--- config.mk ---
export PLATFORM = sky130hd
export DESIGN_NAME = pedal_plausibility_fault_manager_unit
export DESIGN_NICKNAME = d
export VERILOG_FILES = /design/src/rtl/ppfm_pkg.sv /design/src/rtl/ppfm_lane.sv /design/src/rtl/ppfm_merge.sv /design/src/rtl/pedal_plausibility_fault_manager_unit.sv
export VERILOG_INCLUDE_DIRS = /design/src /design/src/rtl
export SDC_FILE = /design/constraint.sdc
export NUM_CORES = 1
export LEC_CHECK = 0
export ABC_AREA = 1
export BUFFER_PORTS_ARGS = -buffer_cell sky130_fd_sc_hd__clkbuf_2
export CORE_ASPECT_RATIO = 1.2
export CORE_MARGIN = 5
export CORE_UTILIZATION = 50
export CTS_BUF_LIST = sky130_fd_sc_hd__clkbuf_8
export CTS_CLUSTER_SIZE = 24
export DETAILED_ROUTE_END_ITERATION = 10
export PLACE_DENSITY = 0.69
export SLEW_MARGIN = 20
export SYNTH_ARGS = -nofsm -noshare
export SYNTH_HDL_FRONTEND = slang
export SYNTH_SLANG_ARGS = --single-unit
export TNS_END_PERCENT = 10
--- constraint.sdc ---
create_clock -name clk -period 18.1 [get_ports clk]
set_clock_uncertainty 0.1 [all_clocks]
set_input_delay 0.905 -clock clk [delete_from_list [all_inputs] [get_ports clk]]
set_output_delay 0.905 -clock clk [all_outputs]
set_load 0.005 [all_outputs]
--- src/rtl/pedal_plausibility_fault_manager_unit_macros.svh ---
// Assertion macros shared by the pedal plausibility fault manager RTL.
`ifndef PEDAL_PLAUSIBILITY_FAULT_MANAGER_UNIT_MACROS_SVH
`define PEDAL_PLAUSIBILITY_FAULT_MANAGER_UNIT_MACROS_SVH

// Same-cycle implication, sampled on clk and held off while arst_n is low.
`define PPFM_ASSERT_NOW(label, ante, cons, msg) \
	label: assert property (@(posedge clk) disable iff (!arst_n) (ante) |-> (cons)) \
		else $error(msg);

// Next-cycle implication, sampled on clk and held off while arst_n is low.
`define PPFM_ASSERT_NEXT(label, ante, cons, msg) \
	label: assert property (@(posedge clk) disable iff (!arst_n) (ante) |=> (cons)) \
		else $error(msg);

`endif

--- src/rtl/ppfm_pkg.sv ---
// Shared constants, codes and types of the pedal plausibility fault manager.
package ppfm_pkg;

	// Scaling and torque shaping constants.
	localparam int PEDAL_FULL_SCALE = 255;
	localparam int TORQUE_SCALE     = 10;
	localparam int TORQUE_DEADBAND  = 20;
	localparam int TORQUE_KNEE      = 2300;
	localparam int TORQUE_CEIL      = 2540;

	// Fixed field widths.
	localparam int RAW_W      = 12;
	localparam int CNT_W      = RAW_W - 2;
	localparam int OUT_W      = 8;
	localparam int MIS_W      = 8;
	localparam int TIM_W      = 16;
	localparam int MASK_W     = 8;
	localparam int TRQ_OUT_W  = 12;
	localparam int CFG_IDX_W  = 3;
	localparam int CFG_DATA_W = 16;

	// Widths that follow from the scaling constants.
	localparam int SCL_W  = $clog2(PEDAL_FULL_SCALE + 1);
	localparam int NUM_W  = CNT_W + SCL_W;
	localparam int STEP_W = $clog2(NUM_W);
	localparam int CMP_W  = (SCL_W > OUT_W) ? SCL_W : OUT_W;
	localparam int TS_W   = $clog2(TORQUE_SCALE + 1);
	localparam int TQ_W   = (SCL_W + TS_W > TRQ_OUT_W) ? SCL_W + TS_W : TRQ_OUT_W;

	// Fault mask bit positions.
	localparam int MASK_BSPD_LATCH   = 0;
	localparam int MASK_BSPD_OPEN    = 1;
	localparam int MASK_INERTIA_OPEN = 2;
	localparam int MASK_LEFT_OOR     = 3;
	localparam int MASK_RIGHT_OOR    = 4;
	localparam int MASK_MISMATCH     = 5;
	localparam int MASK_TIMEOUT      = 6;
	localparam int MASK_OVERLAP      = 7;

	typedef enum logic [1:0] {
		MODE_FAULT   = 2'd0,
		MODE_BRAKING = 2'd1,
		MODE_RUN     = 2'd2
	} drive_mode_t;

	typedef enum logic [CFG_IDX_W-1:0] {
		REG_LEFT_MIN      = 3'd0,
		REG_LEFT_MAX      = 3'd1,
		REG_RIGHT_MIN     = 3'd2,
		REG_RIGHT_MAX     = 3'd3,
		REG_MISMATCH      = 3'd4,
		REG_TIME_LIMIT    = 3'd5,
		REG_OVERLAP_HIGH  = 3'd6,
		REG_OVERLAP_LOW   = 3'd7
	} cfg_idx_t;

	typedef struct packed {
		logic [CNT_W-1:0] left_min;
		logic [CNT_W-1:0] left_max;
		logic [CNT_W-1:0] right_min;
		logic [CNT_W-1:0] right_max;
		logic [MIS_W-1:0] mismatch_limit;
		logic [TIM_W-1:0] time_limit;
		logic [OUT_W-1:0] overlap_high;
		logic [OUT_W-1:0] overlap_low;
	} cfg_t;

	typedef struct packed {
		logic brake;
		logic bspd;
		logic seg_closed;
		logic inertia;
	} flags_t;

	typedef struct packed {
		logic             done;
		logic             oor;
		logic [SCL_W-1:0] scaled;
	} lane_out_t;

	typedef struct packed {
		logic [OUT_W-1:0]     left_scaled;
		logic [OUT_W-1:0]     right_scaled;
		logic [MASK_W-1:0]    fault_mask;
		drive_mode_t          drive_mode;
		logic [TRQ_OUT_W-1:0] torque;
		logic                 cal_bad;
		logic [TIM_W-1:0]     elapsed;
	} res_t;

endpackage

--- src/rtl/ppfm_lane.sv ---
// One pedal channel: offset removal and bit-serial scaling division with clipping.
`include "pedal_plausibility_fault_manager_unit_macros.svh"

module ppfm_lane (
	input  logic                        clk,
	input  logic                        arst_n,
	input  logic                        start,
	input  logic [ppfm_pkg::RAW_W-1:0]  raw,
	input  logic [ppfm_pkg::CNT_W-1:0]  lo,
	input  logic [ppfm_pkg::CNT_W-1:0]  hi,
	output ppfm_pkg::lane_out_t         lane_o
);
	import ppfm_pkg::*;

	logic [CNT_W-1:0]  sample;
	logic              below;
	logic [NUM_W-1:0]  numer;
	logic [NUM_W-1:0]  quo_q;
	logic [CNT_W-1:0]  rem_q;
	logic [CNT_W-1:0]  div_q;
	logic              below_q;
	logic [STEP_W-1:0] cnt_q;
	logic              run_q;
	logic              done_q;
	logic [CNT_W:0]    trial;
	logic [CNT_W:0]    trial_sub;
	logic              fits;
	logic              over;

	// Drop the two low ADC bits and remove the calibrated offset.
	assign sample = raw[RAW_W-1:2];
	assign below  = sample < lo;
	assign numer  = NUM_W'(sample - lo) * NUM_W'(PEDAL_FULL_SCALE);

	// One restoring division step: shift in the next dividend bit, subtract if it fits.
	assign trial     = {rem_q, quo_q[NUM_W-1]};
	assign trial_sub = trial - {1'b0, div_q};
	assign fits      = trial >= {1'b0, div_q};

	// Sequencing of the division steps.
	always_ff @(posedge clk or negedge arst_n) begin
		if (!arst_n) begin
			run_q  <= 1'b0;
			done_q <= 1'b0;
			cnt_q  <= '0;
		end else begin
			done_q <= 1'b0;
			if (start) begin
				run_q <= 1'b1;
				cnt_q <= STEP_W'(NUM_W - 1);
			end else if (run_q) begin
				cnt_q <= cnt_q - 1'b1;
				if (cnt_q == '0) begin
					run_q  <= 1'b0;
					done_q <= 1'b1;
				end
			end
		end
	end

	// Dividend, remainder and divisor registers.
	always_ff @(posedge clk) begin
		if (start) begin
			quo_q   <= numer;
			rem_q   <= '0;
			div_q   <= hi - lo;
			below_q <= below;
		end else if (run_q) begin
			quo_q <= {quo_q[NUM_W-2:0], fits};
			rem_q <= fits ? trial_sub[CNT_W-1:0] : trial[CNT_W-1:0];
		end
	end

	// Clip the quotient to full scale; a clip either way marks the channel out of range.
	assign over          = quo_q > NUM_W'(PEDAL_FULL_SCALE);
	assign lane_o.done   = done_q;
	assign lane_o.oor    = below_q | over;
	assign lane_o.scaled = below_q ? '0 : (over ? SCL_W'(PEDAL_FULL_SCALE) : quo_q[SCL_W-1:0]);

	`PPFM_ASSERT_NOW(a_done_ends_run, done_q, !run_q, "lane reports done while still dividing")

endmodule

--- src/rtl/ppfm_merge.sv ---
// Merging stage: cross-channel checks, fault latches, fault mask, mode and torque.
`include "pedal_plausibility_fault_manager_unit_macros.svh"

module ppfm_merge (
	input  logic                 clk,
	input  logic                 arst_n,
	input  logic                 commit,
	input  ppfm_pkg::lane_out_t  left_i,
	input  ppfm_pkg::lane_out_t  right_i,
	input  ppfm_pkg::flags_t     flags_i,
	input  ppfm_pkg::cfg_t       cfg_i,
	output ppfm_pkg::res_t       res_o
);
	import ppfm_pkg::*;

	logic [TIM_W-1:0]  count_q;
	logic              apps_q;
	logic              overlap_q;
	logic              cal_bad;
	logic [SCL_W-1:0]  ls;
	logic [SCL_W-1:0]  rs;
	logic              loor;
	logic              roor;
	logic [SCL_W-1:0]  diff;
	logic [SCL_W-1:0]  lower;
	logic [CMP_W-1:0]  ls_w;
	logic [CMP_W-1:0]  rs_w;
	logic [CMP_W-1:0]  lower_w;
	logic              mism;
	logic              implaus;
	logic [TIM_W-1:0]  count_next;
	logic              apps_next;
	logic              overlap_next;
	logic [MASK_W-1:0] mask;
	drive_mode_t       mode;
	logic [TQ_W-1:0]   tq_raw;
	logic [TQ_W-1:0]   tq_sel;

	// A bad calibration forces both channels to zero and out of range.
	assign cal_bad = (cfg_i.left_max <= cfg_i.left_min) || (cfg_i.right_max <= cfg_i.right_min);
	assign ls      = cal_bad ? '0 : left_i.scaled;
	assign rs      = cal_bad ? '0 : right_i.scaled;
	assign loor    = cal_bad | left_i.oor;
	assign roor    = cal_bad | right_i.oor;

	// Channel agreement and the lower of the two readings.
	assign diff    = (ls > rs) ? ls - rs : rs - ls;
	assign lower   = (ls < rs) ? ls : rs;
	assign ls_w    = CMP_W'(ls);
	assign rs_w    = CMP_W'(rs);
	assign lower_w = CMP_W'(lower);
	assign mism    = CMP_W'(diff) > CMP_W'(cfg_i.mismatch_limit);

	// Brake/throttle overlap latch with hysteresis.
	always_comb begin
		overlap_next = overlap_q;
		if (overlap_q) begin
			if (lower_w <= CMP_W'(cfg_i.overlap_low)) begin
				overlap_next = 1'b0;
			end
		end else if (flags_i.brake && (lower_w >= CMP_W'(cfg_i.overlap_high))) begin
			overlap_next = 1'b1;
		end
	end

	// Saturating implausibility timer and the permanent timeout latch.
	assign implaus    = loor | roor | mism;
	assign count_next = !implaus ? '0 : ((&count_q) ? count_q : count_q + 1'b1);
	assign apps_next  = apps_q | (implaus && (count_next >= cfg_i.time_limit));

	// Fault mask and drive mode.
	always_comb begin
		mask                    = '0;
		mask[MASK_BSPD_LATCH]   = flags_i.bspd;
		mask[MASK_BSPD_OPEN]    = !flags_i.seg_closed;
		mask[MASK_INERTIA_OPEN] = !flags_i.inertia;
		mask[MASK_LEFT_OOR]     = loor;
		mask[MASK_RIGHT_OOR]    = roor;
		mask[MASK_MISMATCH]     = mism;
		mask[MASK_TIMEOUT]      = apps_next;
		mask[MASK_OVERLAP]      = overlap_next;
		if (mask != '0) begin
			mode = MODE_FAULT;
		end else if (flags_i.brake) begin
			mode = MODE_BRAKING;
		end else begin
			mode = MODE_RUN;
		end
	end

	// Torque with idle deadband and top clamp, only in run mode.
	assign tq_raw = TQ_W'(lower) * TQ_W'(TORQUE_SCALE);
	always_comb begin
		if (mode != MODE_RUN) begin
			tq_sel = '0;
		end else if (tq_raw < TQ_W'(TORQUE_DEADBAND)) begin
			tq_sel = '0;
		end else if (tq_raw > TQ_W'(TORQUE_KNEE)) begin
			tq_sel = TQ_W'(TORQUE_CEIL);
		end else begin
			tq_sel = tq_raw;
		end
	end

	assign res_o.left_scaled  = ls_w[OUT_W-1:0];
	assign res_o.right_scaled = rs_w[OUT_W-1:0];
	assign res_o.fault_mask   = mask;
	assign res_o.drive_mode   = mode;
	assign res_o.torque       = tq_sel[TRQ_OUT_W-1:0];
	assign res_o.cal_bad      = cal_bad;
	assign res_o.elapsed      = count_next;

	// Fault state advances once per sample, when its result is committed.
	always_ff @(posedge clk or negedge arst_n) begin
		if (!arst_n) begin
			count_q   <= '0;
			apps_q    <= 1'b0;
			overlap_q <= 1'b0;
		end else if (commit) begin
			count_q   <= count_next;
			apps_q    <= apps_next;
			overlap_q <= overlap_next;
		end
	end

	`PPFM_ASSERT_NEXT(a_timeout_sticky, apps_q, apps_q, "timeout latch cleared without reset")

endmodule

--- src/rtl/pedal_plausibility_fault_manager_unit.sv ---
// Top level of the dual-channel pedal plausibility check and fault manager.
// Usage:
// - Configuration: write register cfg_index with cfg_data on the cfg channel
//   (cfg_ready is always high). Write only while no sample is in flight.
// - Input: one transaction per 1 ms sample on in_valid/in_ready carrying two
//   12-bit pedal readings and the brake and shutdown-chain flags.
// - Output: one transaction per sample on out_valid/out_ready with scaled
//   pedals, fault mask, drive mode, torque request and diagnostics.
// - Both channels are scaled at once by two lanes, each a bit-serial divider
//   taking one quotient bit per cycle (18 bits with the default full scale).
// - Sequencing: both lanes divide, then the result is committed to the output
//   register and out_valid rises; a new sample is taken only after that commit.
// - While out_ready is low the result waits in the output register; the
//   next sample is still taken and divided, then waits in the lanes until the
//   output register frees, and in_ready stays low meanwhile.
// - Reset clears the fault timer and both latches, loads the default
//   calibration and leaves the block ready for input with no result pending.
`include "pedal_plausibility_fault_manager_unit_macros.svh"

module pedal_plausibility_fault_manager_unit (
	input  logic                            clk,
	input  logic                            arst_n,
	input  logic                            cfg_valid,
	output logic                            cfg_ready,
	input  logic [ppfm_pkg::CFG_IDX_W-1:0]  cfg_index,
	input  logic [ppfm_pkg::CFG_DATA_W-1:0] cfg_data,
	input  logic                            in_valid,
	output logic                            in_ready,
	input  logic [ppfm_pkg::RAW_W-1:0]      left_raw,
	input  logic [ppfm_pkg::RAW_W-1:0]      right_raw,
	input  logic                            brake_on,
	input  logic                            bspd_tripped,
	input  logic                            bspd_segment_closed,
	input  logic                            inertia_closed,
	output logic                            out_valid,
	input  logic                            out_ready,
	output logic [ppfm_pkg::OUT_W-1:0]      left_scaled,
	output logic [ppfm_pkg::OUT_W-1:0]      right_scaled,
	output logic [ppfm_pkg::MASK_W-1:0]     fault_mask,
	output logic [1:0]                      drive_mode,
	output logic [ppfm_pkg::TRQ_OUT_W-1:0]  torque_request,
	output logic                            calibration_bad,
	output logic [ppfm_pkg::TIM_W-1:0]      implaus_elapsed
);
	import ppfm_pkg::*;

	typedef enum logic [1:0] {
		ST_IDLE,
		ST_DIVIDE,
		ST_HOLD
	} state_t;

	state_t    state_q;
	cfg_t      cfg_q;
	flags_t    flags_q;
	lane_out_t lane_l;
	lane_out_t lane_r;
	res_t      res;
	res_t      out_q;
	logic      out_valid_q;
	logic      in_fire;
	logic      commit;

	assign cfg_ready = 1'b1;
	assign in_ready  = state_q == ST_IDLE;
	assign in_fire   = in_valid && in_ready;
	assign commit    = (state_q == ST_HOLD) && (!out_valid_q || out_ready);

	// Configuration registers.
	always_ff @(posedge clk or negedge arst_n) begin
		if (!arst_n) begin
			cfg_q.left_min       <= '0;
			cfg_q.left_max       <= '1;
			cfg_q.right_min      <= '0;
			cfg_q.right_max      <= '1;
			cfg_q.mismatch_limit <= MIS_W'(25);
			cfg_q.time_limit     <= TIM_W'(100);
			cfg_q.overlap_high   <= OUT_W'(64);
			cfg_q.overlap_low    <= OUT_W'(13);
		end else if (cfg_valid && cfg_ready) begin
			case (cfg_idx_t'(cfg_index))
				REG_LEFT_MIN:     cfg_q.left_min       <= cfg_data[CNT_W-1:0];
				REG_LEFT_MAX:     cfg_q.left_max       <= cfg_data[CNT_W-1:0];
				REG_RIGHT_MIN:    cfg_q.right_min      <= cfg_data[CNT_W-1:0];
				REG_RIGHT_MAX:    cfg_q.right_max      <= cfg_data[CNT_W-1:0];
				REG_MISMATCH:     cfg_q.mismatch_limit <= cfg_data[MIS_W-1:0];
				REG_TIME_LIMIT:   cfg_q.time_limit     <= cfg_data[TIM_W-1:0];
				REG_OVERLAP_HIGH: cfg_q.overlap_high   <= cfg_data[OUT_W-1:0];
				REG_OVERLAP_LOW:  cfg_q.overlap_low    <= cfg_data[OUT_W-1:0];
				default: begin
				end
			endcase
		end
	end

	// Discrete flags of the accepted sample.
	always_ff @(posedge clk) begin
		if (in_fire) begin
			flags_q.brake      <= brake_on;
			flags_q.bspd       <= bspd_tripped;
			flags_q.seg_closed <= bspd_segment_closed;
			flags_q.inertia    <= inertia_closed;
		end
	end

	// Two scaling lanes, started together on each accepted sample.
	ppfm_lane u_lane_left (
		.clk    (clk),
		.arst_n (arst_n),
		.start  (in_fire),
		.raw    (left_raw),
		.lo     (cfg_q.left_min),
		.hi     (cfg_q.left_max),
		.lane_o (lane_l)
	);

	ppfm_lane u_lane_right (
		.clk    (clk),
		.arst_n (arst_n),
		.start  (in_fire),
		.raw    (right_raw),
		.lo     (cfg_q.right_min),
		.hi     (cfg_q.right_max),
		.lane_o (lane_r)
	);

	ppfm_merge u_merge (
		.clk     (clk),
		.arst_n  (arst_n),
		.commit  (commit),
		.left_i  (lane_l),
		.right_i (lane_r),
		.flags_i (flags_q),
		.cfg_i   (cfg_q),
		.res_o   (res)
	);

	// Sample sequencing and the output valid flag.
	always_ff @(posedge clk or negedge arst_n) begin
		if (!arst_n) begin
			state_q     <= ST_IDLE;
			out_valid_q <= 1'b0;
		end else begin
			case (state_q)
				ST_IDLE: begin
					if (in_fire) begin
						state_q <= ST_DIVIDE;
					end
				end
				ST_DIVIDE: begin
					if (lane_l.done) begin
						state_q <= ST_HOLD;
					end
				end
				ST_HOLD: begin
					if (commit) begin
						state_q <= ST_IDLE;
					end
				end
				default: state_q <= ST_IDLE;
			endcase
			if (commit) begin
				out_valid_q <= 1'b1;
			end else if (out_ready) begin
				out_valid_q <= 1'b0;
			end
		end
	end

	// Output register.
	always_ff @(posedge clk) begin
		if (commit) begin
			out_q <= res;
		end
	end

	assign out_valid       = out_valid_q;
	assign left_scaled     = out_q.left_scaled;
	assign right_scaled    = out_q.right_scaled;
	assign fault_mask      = out_q.fault_mask;
	assign drive_mode      = out_q.drive_mode;
	assign torque_request  = out_q.torque;
	assign calibration_bad = out_q.cal_bad;
	assign implaus_elapsed = out_q.elapsed;

	`PPFM_ASSERT_NOW(a_lanes_in_step, 1'b1, lane_l.done == lane_r.done, "lanes finished apart")
	`PPFM_ASSERT_NOW(a_done_while_divide, lane_l.done, state_q == ST_DIVIDE, "lane done outside divide")
	`PPFM_ASSERT_NEXT(a_busy_after_accept, in_fire, !in_ready, "input taken again while dividing")

endmodule

==> results.cfg, run 1 <==
[grt]
grt.total_usage = 0.206
antenna_found_initial = 1
grt_pass1_wl_um = 71400
grt_max_degree = 78
grt_pass1_vias = 14661
grt-ovfl-total = 0

[drt]
drt_iter0_drc = 865
totalWireLength_um = 43200
ant_nets = 0
firstDrtPassIters = 5
via_count = 14928
avgViaCountPerCell = 5.18
wl_per_cell_um = 15.0
drcViolationCount = 0

[worst_setup_path]
cp_data_arrival_time_ns = 8.60
cpMostUsedCell = inv_1
cp_slowest_stage_delay_ns = 0.58
cp-start-kind = flop
path_class = reg2reg
cpMaxStageDelayCell = nor2_1
cp.required_ns = 18.32
crit_fanout = 16
setup.worst_path.end_class = flop

[timing]
worst_pin_slew_ns = 0.964
hold_violations = 0
fin_worst_hold_slack_ns = 0.195
finalSetupViolations = 0
slew-limit-headroom = 0.351
period_minus_slack_ns = 8.37
fin_crit_sh = 0.463
tns_ns = 0
rsz0062_at_grt = false
slew_violations = 0
fmax_mhz = 119

[placed_design]
dp_hpwl_um = 34600
gp_congestion = 0.912
io_buffers = 103
placed_cells = 2803

[floorplanning]
start_util = 0.505
die_h_um = 224
num_rows = 78
die_area_um2 = 42200
die_w_um = 188
ios = 110
coreArea_um2 = 37800

[synthesis]
syn_area_per_cell_um2 = 8.47
synthesis.nets = 2592
synth.distinct_cells = 59
dominantRegCellSynth = edfxtp_1
ys_warn_count = 0
syn_inst = 2253
seq_area_frac_synth = 0.355
synth_edf_count = 116
async_reset_ff_frac = 0.456
synth_area_um2 = 19100
synth_seq_cells = 250

[cts]
clk_pin_slew_ns = 0.06
cts_inserted_buffers = 42
cts_tree = done
cts.path.max_buffers = 3
clock_latency_ns = 0.57
cts_setup_buffers = 0
htreeDepth = 2
ctsResizeCount = 0
cts.sinks = 250
cts_hold_buf = 0
root_buffer = clkbuf_8

[layout]
final_nets = 2707
n_fill_cell = 3499
regArea_um2 = 6770
mostFrequentLayoutCells = 477 x nand2_1, 448 x inv_1, 182 x ha_1, 176 x o21ai_0, 131 x a21oi_1
fin_cells = 2883
multi_input_area_um2 = 10500
drive_gt1_frac = 0.104
syn2layout_area_growth_pct = 9.95
layout_commonest_cell = nand2_1

[outcome]
status = finished, final reports clean

[min_path]
hold_path_class = in2async

[run]
max_cap_violations = 0
-- synth_stat cells, drive strengths merged, types with 22 or more instances --
| cell | n | area share |
|---|---|---|
| nand2 | 485 | 0.097 |
| inv | 438 | 0.086 |
| o21ai | 186 | 0.049 |
| ha | 182 | 0.12 |
| nor2 | 138 | 0.030 |
| a21oi | 135 | 0.036 |
| edfxtp | 116 | 0.18 |
| fa | 105 | 0.11 |
| dfrtp | 84 | 0.11 |
| nand3 | 78 | 0.022 |
| xor2 | 44 | 0.020 |
| clkbuf | 33 | 0.0065 |
| xnor2 | 32 | 0.015 |
| dfstp | 30 | 0.041 |
| nand4 | 22 | 0.0072 |
-- sequential cells by signal, indices dropped and copies added, names as in the netlist, 2 cells and up --
register / cells
left_scaled: 8
u_merge.count_q: 16
fault_mask: 8
drive_mode: 2
torque_request: 11
u_lane_right.rem_q: 10
u_lane_left.rem_q: 10
u_lane_right.cnt_q: 5
state_q: 2
flags_q: 4
u_lane_left.quo_q: 18
implaus_elapsed: 16
right_scaled: 8
u_lane_right.div_q: 10
u_lane_left.cnt_q: 5
u_lane_right.quo_q: 18
u_lane_left.div_q: 10
cfg_q: 80
-- worst paths after layout --
kind	slack [ns]	cells after the start	end	start
worst min register to register	0.35	0	fault_mask[0]	flags_q[2]
worst max-delay path	9.73	42	fault_mask[6]	cfg_q[40]
min in group clk	0.35	0	fault_mask[0]	flags_q[2]
max in group asynchronous	16.61	3	cfg_q[48]	arst_n
worst max register to register	9.73	42	fault_mask[6]	cfg_q[40]
worst min-delay path	0.19	1	u_merge.count_q[14]	arst_n
-- layout make-up --
cell class                 instances  area share
antenna                            1    0.000119
clock buffer                      50      0.0328
clock inverter                    28     0.00859
inverter                         438      0.0785
multi-input combinational       1526       0.500
sequential                       250       0.323
tap                              480      0.0286
timing repair buffer             110      0.0282
-- critical path: cells and delay by family (launching register included) --
family	cells	cell delay (ns)
adder cells (fa/ha/maj)	5	1.56
XOR/XNOR	1	0.21
AO/OA/AOI/OAI	7	1.15
flip-flops	1	0.53
buffers and inverters	10	0.81
AND/OR/NAND/NOR	19	3.76
-- per-stage QoR --
step / setup slack [ns] / util / area (µm²)
6_report: 9.73 / 0.555 / 21000
4_1_cts: 9.76 / 0.554 / 20900
3_3_place_gp: 9.80 / 0.531 / 20100
5_1_grt: 8.97 / 0.555 / 21000
2_1_floorplan: 11.78 / - / 19100
3_5_place_dp: 9.75 / 0.531 / 20100
-- kinds of logic after synthesis --
logic type               Yosys count  share of synthesized area
AND/OR/NAND/NOR                  769                      0.172
other                              2                   0.000394
XOR/XNOR                          76                     0.0349
multiplexers                       4                    0.00230
buffers and inverters            477                     0.0949
flip-flops                       250                      0.355
AO/OA/AOI/OAI                    388                      0.111
adder cells (fa/ha/maj)          287                      0.230
-- per-layer routing --
layer / track usage / part of all wire / vias up
li1: - / - / 7486
met1: 0.265 / 0.43 / 7013
met2: 0.353 / 0.48 / 359
met3: 0.0366 / 0.062 / 70
met4: 0.0696 / 0.031 / 0
met5: 0 / 0 / -
Power of run 1 is not shown: default switching activity piles up to over one toggle a cycle in this logic, so the estimate is an artifact.
==> inputs of run 2 (changes only) <==
Settings changed: PLACE_DENSITY 0.69 to 0.72.
Clock period 18.1 ns to 7.2 ns, I/O delays scaled along.
==> run 2 against run 1 <==
Compared with the run above:
- global-route usage up 0.55 points
- hold slack worse by 0.070 ns
- critical path depth up 5
- flip-flop and latch count unchanged
- die area unchanged
- largest cell class unchanged
- critical endpoint is now u_merge.apps_q
==> results.cfg, run 2 (synthesized netlist as in run 1, its figures left out) <==
[outcome]
status = finished, final reports clean

[worst_setup_path]
cpMostUsedCell = nand2_1
setup.worst_path.end_class = flop
crit_fanout = 10
cp_slowest_stage_delay_ns = 0.53
cp-start-kind = flop
cp.required_ns = 7.59
rrSetupSlack_ns = 0.42
path_class = reg2reg
cpMaxStageDelayCell = dfstp_2
cp_data_arrival_time_ns = 7.17

[timing]
period_minus_slack_ns = 6.78
hold_violations = 0
fin_crit_sh = 0.941
slew_violations = 0
finalSetupViolations = 0
worst_pin_slew_ns = 0.997
slew-limit-headroom = 0.335
fin_worst_hold_slack_ns = 0.125
fmax_mhz = 148

[floorplanning]
ios = 110
die_area_um2 = 42200
coreArea_um2 = 37800
num_rows = 78
start_util = 0.505
die_h_um = 224
die_w_um = 188

[drt]
drt_iter0_drc = 839
drcViolationCount = 0
via_count = 15259
ant_nets = 0
totalWireLength_um = 44800
avgViaCountPerCell = 5.21
wl_per_cell_um = 15.3
firstDrtPassIters = 5

[cts]
clk_pin_slew_ns = 0.06
clock_latency_ns = 0.58
cts_tree = done
root_buffer = clkbuf_8
cts_inserted_buffers = 43
htreeDepth = 2
cts.sinks = 250
cts.path.max_buffers = 3

[placed_design]
gp_congestion = 0.916
dp_hpwl_um = 35200
io_buffers = 103

[grt]
grt_pass1_wl_um = 73900
grt_pass1_vias = 15275
antenna_found_initial = 0
met1_usage = 0.265
grt_most_used_layer = met2
met3_usage = 0.0326
grt_max_degree = 73
use_met2 = 0.377
grt.total_usage = 0.211
grt-ovfl-total = 0

[layout]
layout_commonest_cell = nand2_1
drive_gt1_frac = 0.120
n_fill_cell = 3405
top_regs = cfg_q x80, u_lane_left.quo_q x18, u_lane_right.quo_q x18
largest_reg_flops = 80
mostFrequentLayoutCells = 475 x nand2_1, 445 x inv_1, 178 x ha_1, 175 x o21ai_0, 131 x a21oi_1
syn2layout_area_growth_pct = 12.6
antenna_cells = 0
final_nets = 2752
top_register = cfg_q

[run]
max_cap_violations = 0

[min_path]
hold_path_class = in2reg
[run 2: final timing paths]
check / startpoint / to / cells past startpoint
max: cfg_q[40] / u_merge.apps_q / 47
min: cfg_data[9] / cfg_q[25] / 3
max reg2reg: cfg_q[40] / u_merge.apps_q / 47
min reg2reg: u_lane_left.done_q / state_q[0] / 1
max in group asynchronous: arst_n / cfg_q[76] / 3
min in group asynchronous: arst_n / u_merge.count_q[15] / 2
[run 2: worst max-delay path: cells and delay by family, from the launching register on]
kind / cells / cell delay [ns]
flip-flops: 1 / 0.53
AO/OA/AOI/OAI: 7 / 0.65
XOR/XNOR: 1 / 0.19
buffers and inverters: 11 / 1.07
adder cells (fa/ha/maj): 5 / 1.61
AND/OR/NAND/NOR: 23 / 2.57
[run 2: routing by layer]
| metal | share of wire | up-vias |
|---|---|---|
| li1 | - | 7603 |
| met1 | 0.43 | 7251 |
| met4 | 0.031 | 0 |
| met2 | 0.49 | 316 |
| met5 | 0 | - |
| met3 | 0.046 | 89 |
[run 2: metrics by stage]
stage	util	worst slack [ns]	cell area [µm²]	setup TNS, ns	std cells
after floorplan	-	1.04	19100	0	2253
after global placement	0.536	0.179	20200	0	2824
after detailed placement	0.536	0.000691	20200	0	2824
after CTS	0.566	0.0223	21400	0	2923
after global routing	0.569	-0.0107	21500	-0.0196	2928
final	0.569	0.423	21500	0	2928
[run 2: timing repair]
action | 4_1_cts | 5_1_grt
setup buffers | 0 | 5
hold endpoints to repair | 51 | 0
gates resized for setup | 0 | 15
hold buffers | 19 | 0
endpoints found under the setup margin | 0 | 2
[run 2: cell type report]
type | instances | area (µm²) | share of cell area
Multi-Input combinational cell | 1526 | 10500 | 0.491
Clock inverter | 30 | 277 | 0.0129
Clock buffer | 50 | 688 | 0.0320
Tap cell | 480 | 601 | 0.0280
Sequential cell | 250 | 6770 | 0.315
Timing Repair Buffer | 154 | 948 | 0.0442
Inverter | 438 | 1650 | 0.0766
Power of run 2 is left out for the same reason.
==> inputs of run 3 (changes only) <==
==> constraint.sdc (replaced) <==
create_clock -name clk -period 7.2 [get_ports clk]
set_clock_uncertainty 0.1 [all_clocks]
set_input_delay 2.16 -clock clk [delete_from_list [all_inputs] [get_ports clk]]
set_output_delay 2.16 -clock clk [all_outputs]
set_load 0.005 [all_outputs]
==> run 3 against run 2 <==
Compared with the run above:
- utilization rose by 2.9 points
- hold slack improved by 0.23 ns
- cell count rose by 4.1%
- global-route usage fell by 0.056 points
- clock-buffer cell count fell by 6
- setup slack got worse by 0.22 ns
- critical path depth fell by 22
- sequential share of layout area fell by 1.5 points
- flip-flop and latch count did not move
- die area did not move
- wire length rose by 0.39%
- critical endpoint is now u_lane_left.quo_q[16]
- largest cell class unchanged
- highest routed layer unchanged
==> results.cfg, run 3 (synthesized netlist as in run 1, its figures left out) <==
[min_path]
hold_path_class = reg2reg

[timing]
worst_pin_slew_ns = 0.983
slew_violations = 0
period_minus_slack_ns = 7.00
fmax_mhz = 143
fin_crit_sh = 0.972
finalSetupViolations = 0
hold_violations = 0
setup_slack_ns = 0.201
fin_worst_hold_slack_ns = 0.360
slew-limit-headroom = 0.344

[grt]
grt-ovfl-total = 0
grt_pass1_wl_um = 74100
grt_pass1_vias = 15583
antenna_found_initial = 0
grt.total_usage = 0.211
grt_max_degree = 60

[floorplanning]
die_h_um = 224
start_util = 0.505
num_rows = 78
coreArea_um2 = 37800
die_w_um = 188
ios = 110
die_area_um2 = 42200

[worst_setup_path]
crit_fanout = 5
cp_data_arrival_time_ns = 7.20
cpMaxStageDelayCell = fa_2
path_class = in2reg
cp_slowest_stage_delay_ns = 0.59
crit_buf_inv = 5
cp.required_ns = 7.40
setup.worst_path.end_class = flop
cp-start-kind = primary input
cp_top_family = adder cells
cpMostUsedCell = fa_1

[layout]
largest_reg_flops = 80
drive_gt1_frac = 0.189
top_register = cfg_q
fin_util = 0.597
layout_commonest_cell = nand2_1
syn2layout_area_growth_pct = 18.3
antenna_cells = 0
fin_cells = 3047
final_nets = 2872
mostFrequentLayoutCells = 473 x nand2_1, 442 x inv_1, 172 x buf_4, 166 x ha_1, 162 x o21ai_0
top_regs = cfg_q x80, u_lane_left.quo_q x18, u_lane_right.quo_q x18
multi_input_area_um2 = 11000
regArea_um2 = 6770
n_fill_cell = 3220

[cts]
cts_inserted_buffers = 42
cts_tree = done
clk_pin_slew_ns = 0.06
cts_hold_buf = 0
cts.path.max_buffers = 3
root_buffer = clkbuf_8
htreeDepth = 2
cts.sinks = 250
clock_latency_ns = 0.58

[drt]
drt_iter0_drc = 825
drcViolationCount = 0
ant_nets = 0
totalWireLength_um = 45000
wl_per_cell_um = 14.8
avgViaCountPerCell = 5.16
via_count = 15714
firstDrtPassIters = 5

[placed_design]
placed_cells = 2965
dp_slack_ns = -0.453
io_buffers = 103
dp_hpwl_um = 35700
gp_congestion = 0.936

[outcome]
status = finished, final reports clean

[run]
max_cap_violations = 0
[run 3: changes by cell type in the layout (fill, tap and decap cells not counted), sizes merged, moves of 3 or more]
cell | previous run | this run
buf | 33 | 173
bufinv | 5 | 0
clkbuf | 152 | 146
clkinv | 13 | 16
dlygate4sd3 | 19 | 0
inv | 450 | 454
[run 3: worst reg2reg max path, delay by kind of cell, from the launching register on]
family,cells,cell delay [ns]
AOI/OAI and AO/OA,6,0.81
xor gates and xnor gates,1,0.17
adders and majority gates,5,1.61
buffers and inverters,11,0.90
DFF,1,0.53
and+or+nand+nor,20,2.52
[run 3: worst paths after layout]
| kind | depth (start not counted) | slack (ns) | startpoint | to |
|---|---|---|---|---|
| worst min-delay path | 0 | 0.36 | flags_q[2] | fault_mask[0] |
| worst max-delay path | 25 | 0.20 | left_raw[2] | u_lane_left.quo_q[16] |
| worst min register to register | 0 | 0.36 | flags_q[2] | fault_mask[0] |
| max in group asynchronous | 2 | 4.16 | arst_n | cfg_q[72] |
| worst max register to register | 43 | 0.48 | cfg_q[60] | u_merge.apps_q |
| min in group asynchronous | 1 | 1.54 | arst_n | u_merge.count_q[8] |
[run 3: through the flow]
step / cell area, µm² / setup TNS [ns]
floorplan: 19300 / -0.00363
global placement: 21500 / -3.76
detailed placement: 21500 / -5.22
CTS: 22300 / 0
global route: 22600 / -0.175
finish: 22600 / 0
[run 3: layout make-up]
type	instances	share of cell area
multi-input cells	1526	0.486
flip-flops and latches	250	0.300
repair buffers	275	0.0807
inverters	438	0.0729
clock buffers	44	0.0268
well taps	480	0.0266
clock inverters	34	0.00676
[run 3: layer usage]
metal	up-vias	part of all wire	GRT usage	routed length, µm
met1	7479	0.42	0.262	18800
met5	-	0	0	0
li1	7831	-	-	-
met3	75	0.042	0.0256	1900
met4	0	0.029	0.0597	1300
met2	329	0.51	0.387	23000
[run 3: repair_timing]
| action | in CTS | in global routing |
|---|---|---|
| endpoints found under the setup margin | 0 | 11 |
| buffers inserted | 0 | 4 |
| resized for setup | 0 | 70 |
Power of run 3 is left out for the same reason.
